===== config.mk =====
export PLATFORM = sky130hd
export DESIGN_NAME = dsa_sign_verify
export DESIGN_NICKNAME = d
export VERILOG_FILES = /design/src/rtl/dsv_pkg.sv /design/src/rtl/dsv_modmul.sv /design/src/rtl/dsv_div.sv /design/src/rtl/dsa_sign_verify.sv
export VERILOG_INCLUDE_DIRS = /design/src /design/src/rtl
export SDC_FILE = /design/constraint.sdc
export NUM_CORES = 2
export LEC_CHECK = 0
export BUFFER_PORTS_ARGS = -buffer_cell sky130_fd_sc_hd__buf_2
export CAP_MARGIN = 25
export CORE_ASPECT_RATIO = 0.7
export CORE_MARGIN = 8
export CORE_UTILIZATION = 47
export CTS_CLUSTER_DIAMETER = 80
export DETAILED_ROUTE_END_ITERATION = 6
export SYNTH_ARGS = -nofsm -noshare
export SYNTH_HDL_FRONTEND = slang
export SYNTH_SLANG_ARGS = --single-unit

===== constraint.sdc =====
create_clock -name clk -period 11.05 [get_ports clk]
set_input_delay 0 -clock clk [delete_from_list [all_inputs] [get_ports clk]]
set_output_delay 0 -clock clk [all_outputs]
set_load 0.005 [all_outputs]

===== src/rtl/assert_macros.svh =====
// Assertion macros shared by the DSA signer and verifier RTL.
`ifndef ASSERT_MACROS_SVH
`define ASSERT_MACROS_SVH

// The antecedent implies the consequent in the same cycle.
`define DSV_ASSERT_IMP(lbl, ante, cons) \
  lbl: assert property (@(posedge clk) disable iff (rst) (ante) |-> (cons)) \
    else $error("dsv assertion failed");

// The antecedent implies the consequent in the next cycle.
`define DSV_ASSERT_NXT(lbl, ante, cons) \
  lbl: assert property (@(posedge clk) disable iff (rst) (ante) |=> (cons)) \
    else $error("dsv assertion failed");

// The condition never holds.
`define DSV_ASSERT_NEVER(lbl, cond) \
  lbl: assert property (@(posedge clk) disable iff (rst) !(cond)) \
    else $error("dsv assertion failed");

`endif


===== src/rtl/dsv_pkg.sv =====
// Package with the types, constants and codes of the DSA signer and verifier.
`default_nettype none
package dsv_pkg;

  localparam int WORD_BITS = 31;
  localparam int CNT_BITS  = $clog2(WORD_BITS);

  typedef logic [WORD_BITS-1:0] word_t;
  typedef logic [CNT_BITS-1:0]  cnt_t;

  typedef enum logic [1:0] {
    ST_OK      = 2'd0,
    ST_R_ZERO  = 2'd1,
    ST_K_NOINV = 2'd2,
    ST_S_NOINV = 2'd3
  } status_t;

  typedef enum logic [1:0] {
    CFG_P = 2'd0,
    CFG_Q = 2'd1,
    CFG_G = 2'd2,
    CFG_X = 2'd3
  } cfg_idx_t;

  typedef enum logic [4:0] {
    S_IDLE, S_BASE, S_PW_INIT, S_PW_SQ, S_PW_MUL, S_PW_STEP, S_PW_RET,
    S_RMOD, S_CHK_R, S_IV_START, S_IV_RED, S_IV_LOOP, S_IV_DIV, S_IV_MUL,
    S_IV_RET, S_HM, S_XM, S_RX, S_HX, S_SS, S_U1, S_U2, S_PV, S_VMOD, S_FINISH
  } state_t;

  typedef enum logic [1:0] {
    R_Y, R_GK, R_A1, R_A2
  } pw_ret_t;

  typedef enum logic {
    I_K, I_S
  } iv_ret_t;

  typedef struct packed {
    word_t message_hash;
    word_t nonce;
  } request_t;

  typedef struct packed {
    word_t   public_key;
    word_t   sig_r;
    word_t   sig_s;
    word_t   check_value;
    logic    sig_valid;
    status_t status;
  } result_t;

endpackage
`default_nettype wire


===== src/rtl/dsv_modmul.sv =====
// Bit-serial modular multiplier, one bit of the multiplier per cycle.
`default_nettype none
module dsv_modmul import dsv_pkg::*; (
  input  wire logic  clk,
  input  wire logic  rst,
  input  wire logic  start,
  input  wire word_t a,
  input  wire word_t b,
  input  wire word_t m,
  output logic       done,
  output word_t      res
);

  logic                 run;
  cnt_t                 cnt;
  word_t                acc;
  word_t                a_r;
  word_t                b_r;
  word_t                m_r;
  logic [WORD_BITS:0]   dbl;
  logic [WORD_BITS:0]   dbl_r;
  logic [WORD_BITS:0]   sum;
  logic [WORD_BITS:0]   sum_r;

  always_comb begin
    dbl   = {acc, 1'b0};
    dbl_r = (dbl >= {1'b0, m_r}) ? dbl - {1'b0, m_r} : dbl;
    sum   = dbl_r + (b_r[WORD_BITS-1] ? {1'b0, a_r} : '0);
    sum_r = (sum >= {1'b0, m_r}) ? sum - {1'b0, m_r} : sum;
  end

  always_ff @(posedge clk) begin
    if (rst) begin
      run  <= 1'b0;
      done <= 1'b0;
    end else begin
      done <= 1'b0;
      if (start) begin
        run <= 1'b1;
      end else if (run && cnt == '0) begin
        run  <= 1'b0;
        done <= 1'b1;
      end
    end
  end

  always_ff @(posedge clk) begin
    if (start) begin
      acc <= '0;
      a_r <= a;
      b_r <= b;
      m_r <= m;
      cnt <= cnt_t'(WORD_BITS - 1);
    end else if (run) begin
      acc <= sum_r[WORD_BITS-1:0];
      b_r <= {b_r[WORD_BITS-2:0], 1'b0};
      cnt <= cnt - 1'b1;
    end
  end

  assign res = (m_r == '0) ? '0 : acc;

endmodule
`default_nettype wire


===== src/rtl/dsv_div.sv =====
// Restoring divider, one quotient bit per cycle; a zero divisor gives remainder zero.
`default_nettype none
module dsv_div import dsv_pkg::*; (
  input  wire logic  clk,
  input  wire logic  rst,
  input  wire logic  start,
  input  wire word_t a,
  input  wire word_t b,
  output logic       done,
  output word_t      quo,
  output word_t      rem
);

  logic               run;
  cnt_t               cnt;
  word_t              b_r;
  logic [WORD_BITS:0] part;
  logic [WORD_BITS:0] shift;
  logic               ge;

  always_comb begin
    shift = {part[WORD_BITS-1:0], quo[WORD_BITS-1]};
    ge    = shift >= {1'b0, b_r};
  end

  always_ff @(posedge clk) begin
    if (rst) begin
      run  <= 1'b0;
      done <= 1'b0;
    end else begin
      done <= 1'b0;
      if (start) begin
        run <= 1'b1;
      end else if (run && cnt == '0) begin
        run  <= 1'b0;
        done <= 1'b1;
      end
    end
  end

  always_ff @(posedge clk) begin
    if (start) begin
      part <= '0;
      quo  <= a;
      b_r  <= b;
      cnt  <= cnt_t'(WORD_BITS - 1);
    end else if (run) begin
      part <= ge ? shift - {1'b0, b_r} : shift;
      quo  <= {quo[WORD_BITS-2:0], ge};
      cnt  <= cnt - 1'b1;
    end
  end

  assign rem = (b_r == '0) ? '0 : part[WORD_BITS-1:0];

endmodule
`default_nettype wire


===== src/rtl/dsa_sign_verify.sv =====
// Top level of the DSA signer and verifier: sequencer, registers and shared units.
//
// One signature and its verification are paced by the shared bit-serial modular
// multiplier, which runs four 31-bit square-and-multiply exponentiations, and by
// the bit-serial divider used in the two extended Euclidean inversions. A beat is
// accepted when start is high and busy is low; the result is held on result for
// exactly the one cycle in which done is high, and the receiver cannot stall it.
// Configuration writes take effect at once and belong between beats.
`default_nettype none
`include "assert_macros.svh"
module dsa_sign_verify import dsv_pkg::*; (
  input  wire logic     clk,
  input  wire logic     rst,
  input  wire logic     start,
  input  wire request_t request,
  output logic          busy,
  output logic          done,
  output result_t       result,
  input  wire logic     cfg_we,
  input  wire logic [1:0] cfg_index,
  input  wire word_t    cfg_data
);

  state_t  state, state_next;
  logic    waiting, waiting_next;
  logic    use_mul, use_div, u_done;
  logic    mul_start, mul_done, div_start, div_done;
  word_t   mul_a, mul_b, mul_m, mul_res;
  word_t   div_a, div_b, div_quo, div_rem;

  word_t   cfg_p, cfg_q, cfg_g, cfg_x;
  word_t   h, k, base, y, r, s, v, kinv, w, hm, tmp, u2;
  word_t   pw_base, pw_exp, acc;
  cnt_t    cnt;
  word_t   r0, r1, t0, t1, qt, nr, iv_a, qm;
  logic    iv_ok;
  pw_ret_t pw_ret;
  iv_ret_t iv_ret;
  status_t stat;

  function automatic word_t add_mod(word_t a, word_t b, word_t m);
    word_t gap;
    gap = m - b;
    return (a >= gap) ? a - gap : a + b;
  endfunction

  function automatic word_t sub_mod(word_t a, word_t b, word_t m);
    return (a >= b) ? a - b : a + (m - b);
  endfunction

  dsv_modmul u_mul (
    .clk   (clk),
    .rst   (rst),
    .start (mul_start),
    .a     (mul_a),
    .b     (mul_b),
    .m     (mul_m),
    .done  (mul_done),
    .res   (mul_res)
  );

  dsv_div u_div (
    .clk   (clk),
    .rst   (rst),
    .start (div_start),
    .a     (div_a),
    .b     (div_b),
    .done  (div_done),
    .quo   (div_quo),
    .rem   (div_rem)
  );

  assign qm     = (qt == cfg_q) ? '0 : qt;
  assign u_done = mul_done | div_done;
  assign busy   = (state != S_IDLE);

  always_ff @(posedge clk) begin
    if (rst) begin
      state   <= S_IDLE;
      waiting <= 1'b0;
      done    <= 1'b0;
    end else begin
      state   <= state_next;
      waiting <= waiting_next;
      done    <= (state == S_FINISH);
    end
  end

  always_ff @(posedge clk) begin
    if (rst) begin
      cfg_p <= word_t'(2);
      cfg_q <= word_t'(2);
      cfg_g <= word_t'(1);
      cfg_x <= word_t'(1);
    end else if (cfg_we) begin
      unique case (cfg_idx_t'(cfg_index))
        CFG_P: cfg_p <= cfg_data;
        CFG_Q: cfg_q <= cfg_data;
        CFG_G: cfg_g <= cfg_data;
        CFG_X: cfg_x <= cfg_data;
      endcase
    end
  end

  always_comb begin
    state_next = state;
    use_mul    = 1'b0;
    use_div    = 1'b0;
    mul_a      = '0;
    mul_b      = '0;
    mul_m      = '0;
    div_a      = '0;
    div_b      = '0;
    unique case (state)
      S_IDLE:     if (start) state_next = S_BASE;
      S_BASE: begin
        use_div = 1'b1; div_a = cfg_g; div_b = cfg_p;
        if (u_done) state_next = S_PW_INIT;
      end
      S_PW_INIT:  state_next = S_PW_SQ;
      S_PW_SQ: begin
        use_mul = 1'b1; mul_a = acc; mul_b = acc; mul_m = cfg_p;
        if (u_done) state_next = pw_exp[cnt] ? S_PW_MUL : S_PW_STEP;
      end
      S_PW_MUL: begin
        use_mul = 1'b1; mul_a = acc; mul_b = pw_base; mul_m = cfg_p;
        if (u_done) state_next = S_PW_STEP;
      end
      S_PW_STEP:  state_next = (cnt == '0) ? S_PW_RET : S_PW_SQ;
      S_PW_RET: begin
        unique case (pw_ret)
          R_Y:  state_next = S_PW_INIT;
          R_GK: state_next = S_RMOD;
          R_A1: state_next = S_PW_INIT;
          R_A2: state_next = S_PV;
        endcase
      end
      S_RMOD: begin
        use_div = 1'b1; div_a = tmp; div_b = cfg_q;
        if (u_done) state_next = S_CHK_R;
      end
      S_CHK_R:    state_next = (r == '0) ? S_FINISH : S_IV_START;
      S_IV_START: state_next = (cfg_q < word_t'(2)) ? S_IV_RET : S_IV_RED;
      S_IV_RED: begin
        use_div = 1'b1; div_a = iv_a; div_b = cfg_q;
        if (u_done) state_next = (div_rem == '0) ? S_IV_RET : S_IV_LOOP;
      end
      S_IV_LOOP:  state_next = (r1 == '0) ? S_IV_RET : S_IV_DIV;
      S_IV_DIV: begin
        use_div = 1'b1; div_a = r0; div_b = r1;
        if (u_done) state_next = S_IV_MUL;
      end
      S_IV_MUL: begin
        use_mul = 1'b1; mul_a = qm; mul_b = t1; mul_m = cfg_q;
        if (u_done) state_next = S_IV_LOOP;
      end
      S_IV_RET: begin
        unique case (iv_ret)
          I_K: state_next = iv_ok ? S_HM : S_FINISH;
          I_S: state_next = iv_ok ? S_U1 : S_FINISH;
        endcase
      end
      S_HM: begin
        use_div = 1'b1; div_a = h; div_b = cfg_q;
        if (u_done) state_next = S_XM;
      end
      S_XM: begin
        use_div = 1'b1; div_a = cfg_x; div_b = cfg_q;
        if (u_done) state_next = S_RX;
      end
      S_RX: begin
        use_mul = 1'b1; mul_a = r; mul_b = tmp; mul_m = cfg_q;
        if (u_done) state_next = S_HX;
      end
      S_HX:       state_next = S_SS;
      S_SS: begin
        use_mul = 1'b1; mul_a = kinv; mul_b = tmp; mul_m = cfg_q;
        if (u_done) state_next = S_IV_START;
      end
      S_U1: begin
        use_mul = 1'b1; mul_a = hm; mul_b = w; mul_m = cfg_q;
        if (u_done) state_next = S_U2;
      end
      S_U2: begin
        use_mul = 1'b1; mul_a = r; mul_b = w; mul_m = cfg_q;
        if (u_done) state_next = S_PW_INIT;
      end
      S_PV: begin
        use_mul = 1'b1; mul_a = tmp; mul_b = acc; mul_m = cfg_p;
        if (u_done) state_next = S_VMOD;
      end
      S_VMOD: begin
        use_div = 1'b1; div_a = tmp; div_b = cfg_q;
        if (u_done) state_next = S_FINISH;
      end
      S_FINISH:   state_next = S_IDLE;
      default:    state_next = S_IDLE;
    endcase
    mul_start    = use_mul && !waiting;
    div_start    = use_div && !waiting;
    waiting_next = (use_mul || use_div) ? (waiting ? !u_done : 1'b1) : 1'b0;
  end

  always_ff @(posedge clk) begin
    case (state)
      S_IDLE: begin
        if (start && !busy) begin
          h    <= request.message_hash;
          k    <= request.nonce;
          s    <= '0;
          v    <= '0;
          stat <= ST_OK;
        end
      end
      S_BASE: begin
        if (u_done) begin
          base    <= div_rem;
          pw_base <= div_rem;
          pw_exp  <= cfg_x;
          pw_ret  <= R_Y;
        end
      end
      S_PW_INIT: begin
        acc <= (cfg_p >= word_t'(2)) ? word_t'(1) : '0;
        cnt <= cnt_t'(WORD_BITS - 1);
      end
      S_PW_SQ, S_PW_MUL: begin
        if (u_done) acc <= mul_res;
      end
      S_PW_STEP: begin
        if (cnt != '0) cnt <= cnt - 1'b1;
      end
      S_PW_RET: begin
        case (pw_ret)
          R_Y: begin
            y      <= acc;
            pw_exp <= k;
            pw_ret <= R_GK;
          end
          R_GK: tmp <= acc;
          R_A1: begin
            tmp     <= acc;
            pw_base <= y;
            pw_exp  <= u2;
            pw_ret  <= R_A2;
          end
          default: ;
        endcase
      end
      S_RMOD: begin
        if (u_done) r <= div_rem;
      end
      S_CHK_R: begin
        if (r == '0) begin
          stat <= ST_R_ZERO;
        end else begin
          iv_a   <= k;
          iv_ret <= I_K;
        end
      end
      S_IV_START: begin
        if (cfg_q < word_t'(2)) iv_ok <= 1'b0;
      end
      S_IV_RED: begin
        if (u_done) begin
          iv_ok <= 1'b0;
          r0    <= cfg_q;
          r1    <= div_rem;
          t0    <= '0;
          t1    <= word_t'(1);
        end
      end
      S_IV_LOOP: begin
        if (r1 == '0) iv_ok <= (r0 == word_t'(1));
      end
      S_IV_DIV: begin
        if (u_done) begin
          qt <= div_quo;
          nr <= div_rem;
        end
      end
      S_IV_MUL: begin
        if (u_done) begin
          r0 <= r1;
          r1 <= nr;
          t0 <= t1;
          t1 <= sub_mod(t0, mul_res, cfg_q);
        end
      end
      S_IV_RET: begin
        case (iv_ret)
          I_K: begin
            if (iv_ok) kinv <= t0;
            else stat <= ST_K_NOINV;
          end
          default: begin
            if (iv_ok) w <= t0;
            else stat <= ST_S_NOINV;
          end
        endcase
      end
      S_HM: begin
        if (u_done) hm <= div_rem;
      end
      S_XM: begin
        if (u_done) tmp <= div_rem;
      end
      S_RX: begin
        if (u_done) tmp <= mul_res;
      end
      S_HX: tmp <= add_mod(hm, tmp, cfg_q);
      S_SS: begin
        if (u_done) begin
          s      <= mul_res;
          iv_a   <= mul_res;
          iv_ret <= I_S;
        end
      end
      S_U1: begin
        if (u_done) pw_exp <= mul_res;
      end
      S_U2: begin
        if (u_done) begin
          u2      <= mul_res;
          pw_base <= base;
          pw_ret  <= R_A1;
        end
      end
      S_PV: begin
        if (u_done) tmp <= mul_res;
      end
      S_VMOD: begin
        if (u_done) v <= div_rem;
      end
      S_FINISH: begin
        result.public_key  <= y;
        result.sig_r       <= r;
        result.sig_s       <= s;
        result.check_value <= v;
        result.sig_valid   <= (stat == ST_OK) && (v == r);
        result.status      <= stat;
      end
      default: ;
    endcase
  end

  `DSV_ASSERT_IMP(a_done_idle, done, !busy)
  `DSV_ASSERT_NXT(a_accept_busy, start && !busy, busy)
  `DSV_ASSERT_IMP(a_valid_ok, done && result.sig_valid, result.status == ST_OK)
  `DSV_ASSERT_NEVER(a_one_unit, mul_start && div_start)

endmodule
`default_nettype wire


==> results.py <==
metrics = {
    "logic_synthesis": {
        "synth_top_family_by_area": "compound AO/OA/AOI/OAI gates",
        "synth_common_cells": "edfxtp_1 (975), nand2_1 (699), a21oi_1 (440)",
        "ys_top_cells_by_area": "edfxtp_1 (47%), dfxtp_1 (6.6%), ha_1 (5.6%)",
        "syn_avg_cell_area_um2": 10.5,
        "async_reset_ff_share_pct": 0,
        "synthFlopType": "edfxtp_1",
        "ys_ff_latch": 1182,
        "yosysMostFrequentCell": "edfxtp_1",
        "synth_edf_count": 975,
        "postSynthCellCount": 5965,
        "yosysSeqAreaShare_pct": 53.2,
        "yosysWarnings": 0,
        "synth_compound_area_share_pct": 18.4,
        "synthSimpleGateAreaFrac_pct": 12.1,
        "synth_cell_types": 95,
        "synth-xor-area-share_pct": 3.98,
        "syn-cell-area_mm2": 0.0629,
        "synth_fa_ha_area_share_pct": 6.84,
        "syn-num-nets": 6385,
        "synth_largest_area_cell": "edfxtp_1",
        "synth_top_area_share_pct": 46.6,
        "synthMuxAreaShare_pct": 1.47,
    },
    "critical_path": {
        "cpMostUsedCell": "a21oi_1",
        "end_kind": "flip-flop",
        "ff2ff_setup_slack_ns": 1.75,
        "rr_worst_depth": 29,
        "r2r_start": "u_mul.m_r[17]$_DFFE_PP_",
        "r2r_end": "u_mul.acc[16]$_SDFFE_PP0P_",
        "arrival_ns": 10.00,
        "path_class": "flip-flop to flip-flop",
        "crit_path_top_delay_cell": "a21oi_4",
        "start_kind": "flip-flop",
        "cp_slowest_stage_delay_ns": 0.77,
        "worstPathRequired_ns": 11.75,
        "cp_max_fo": 33,
    },
    "min_path": {
        "holdPathEnd": "cfg_x[30]$_SDFFE_PP0P_",
        "hold_class": "input port to flip-flop",
        "hold_start": "cfg_data[30]",
        "min_path_cells": 4,
    },
    "sta": {
        "tightest_slew_ns": 1.36,
        "min_period_over_period_pct": 84.2,
        "setup_tns_ns": 0,
        "fmax_mhz": 108,
        "timing.slew.headroom_pct": 9.49,
        "setup-violations-final": 0,
        "hold_viol_final": 0,
        "final-max-slew-violation-count": 0,
        "grt_setup_unrepaired": "no",
        "period_needed_ns": 9.30,
        "skew_ns": 0.0442,
    },
    "status": {
        "outcome": "complete, but fails checks",
        "violations": "design-rule violations",
    },
    "floorplanning": {
        "io_pins": 228,
        "initial_core_util_pct": 47.3,
        "num_rows": 112,
        "core_area_mm2": 0.133,
        "fp.dieW_um": 453,
        "die_h_um": 322,
        "fp.dieArea_mm2": 0.146,
    },
    "global_route": {
        "grt_antenna_before_repair": 27,
        "grt_pass1_vias": 49200,
        "grt_usage_pct": 38.6,
        "grt_first_pass_wirelength_um": 397000,
        "grt_max_degree": 121,
        "grt-ovfl-total": 0,
    },
    "clock_network": {
        "htree_num_levels": 3,
        "cts_tree": "built",
        "clk_pin_slew_worst_paths_ns": 0.07,
        "clock-sinks": 1182,
        "clock_latency_ns": 0.79,
        "post_cts_resized": 0,
        "clk_path_buf_depth": 3,
        "root_buffer": "clkbuf_16",
        "cts_made_buffers": 115,
    },
    "cells_and_area": {
        "finalNonFillerCells": 8244,
        "fin_nets": 6779,
        "largest_register_ffs": 127,
        "top_register": "result",
        "fin_area_mm2": 0.0723,
        "syn2layout_area_growth_pct": 14.9,
        "layout-drive-gt1-share_pct": 10.4,
        "fillers": 11700,
    },
    "flow_run": {
        "cap_violations": 0,
    },
    "detailed_routing": {
        "ant_nets": 0,
        "drt_wl_total_um": 292000,
        "drtPass1Iterations": 7,
        "wl_per_cell_um": 35.4,
        "drt-vias-per-instance": 6.54,
        "drtIter0Drc": 9144,
        "drc_errors": 42,
        "vias": 53900,
    },
    "placement": {
        "gp_congestion": 1.07,
        "placed_cell_area_mm2": 0.0666,
        "dp.cells": 7838,
        "dp_hpwl_um": 218000,
        "io_buffers": 227,
    },
    "power": {
        "p_per_area_mw_per_mm2": 316,
        "power.leakage_uw": 0.0281,
        "ir_drop_uv": 318,
    },
}
## layout by cell type (no fill, tap or decap), drive strengths merged, types with 31 or more instances in the layout
master / instances
a222oi: 31
a22oi: 165
clkbuf: 139
buf: 389
edfxtp: 975
nor2b: 38
nand2b: 52
nand4: 55
and2: 76
o211ai: 34
dlygate4sd3: 167
nand2: 700
xor2: 115
o21ai: 339
nor3: 68
a211oi: 51
nor2: 421
dfxtp: 207
nor4: 78
a22o: 62
o221ai: 37
a21oi: 443
a31oi: 93
a21o: 154
ha: 283
inv: 411
and3: 31
a221oi: 76
xnor2: 171
mux2i: 79
a221o: 32
o21bai: 35
nand3: 65
clkinv: 56
fa: 38
## critical path: cells and delay by family (launching register included)
family / cells / cell delay (ns)
compound gates: 21 / 6.24
fa+ha+maj: 3 / 0.95
simple gates: 2 / 0.81
mux: 1 / 0.43
flops: 1 / 0.40
xor+xnor: 1 / 0.22
buf+inv: 1 / 0.12
## layer usage
metal	track usage, %	routed length [um]
met2	50.8	111000
met3	16.8	45400
met4	15.2	14100
met1	55.2	121000
met5	0.831	242
## stage by stage
| step | utilization (%) | hold slack [ns] | total power, uW | setup slack (ns) |
|---|---|---|---|---|
| global route | 54.3 | 0.0683 | 23800 | 1.27 |
| floorplan | - | 0.0989 | 14200 | 3.65 |
| CTS | 54.3 | 0.0341 | 22400 | 1.90 |
| detailed placement | 50.1 | 0.178 | 18200 | 1.95 |
| global placement | 50.0 | 0.177 | 18200 | 2.10 |
| finish | 54.3 | 0.0657 | 22800 | 1.75 |
## how the worst max path moves through the flow
stage / start / to / slack (ns) / cells past startpoint
2_1_floorplan: state[4]$_SDFFE_PP0P_ / r0[0]$_DFFE_PP_ / 3.65 / 7
3_3_place_gp: u_mul.m_r[4]$_DFFE_PP_ / u_mul.acc[6]$_SDFFE_PP0P_ / 2.10 / 31
3_5_place_dp: u_mul.m_r[0]$_DFFE_PP_ / u_mul.acc[6]$_SDFFE_PP0P_ / 1.95 / 31
4_1_cts: u_mul.m_r[0]$_DFFE_PP_ / u_mul.acc[6]$_SDFFE_PP0P_ / 1.90 / 31
5_1_grt: u_mul.m_r[17]$_DFFE_PP_ / u_mul.acc[21]$_SDFFE_PP0P_ / 1.27 / 30
6_report: u_mul.m_r[17]$_DFFE_PP_ / u_mul.acc[16]$_SDFFE_PP0P_ / 1.75 / 29
## kinds of logic (layout without fill, tap and decap cells)
kind of cell | count (synthesis) | after routing
compound gates | 1738 | 1738
xor+xnor | 286 | 286
mux | 87 | 87
simple gates | 1667 | 1667
other cells | 0 | 16
fa+ha+maj | 321 | 321
flops | 1182 | 1182
buf+inv | 684 | 1180
## what timing repair did
action,in CTS,in global routing
hold endpoints to repair,192,0
setup endpoints to repair,0,0
buffers inserted,0,0
hold buffers,168,0
## power by group
group          total, uW  internal (uW)  switching (uW)  leakage, uW
Combinational      12300           4160            8130       0.0153
Clock               4140           2250            1890      0.00188
Sequential          6400           5760             643       0.0110
Total              22800          12200           10700       0.0281
## final cells by class
| class | instances | area, um2 | share of cell area [%] |
|---|---|---|---|
| Sequential cell | 1182 | 33400 | 46.3 |
| Inverter | 405 | 1530 | 2.11 |
| Clock buffer | 139 | 3080 | 4.27 |
| Tap cell | 1767 | 2210 | 3.06 |
| Clock inverter | 80 | 746 | 1.03 |
| Timing Repair Buffer | 556 | 4150 | 5.74 |
| Antenna cell | 16 | 40.0 | 0.0554 |
| Multi-Input combinational cell | 4099 | 27100 | 37.5 |
(Power assumes the default switching activity.)
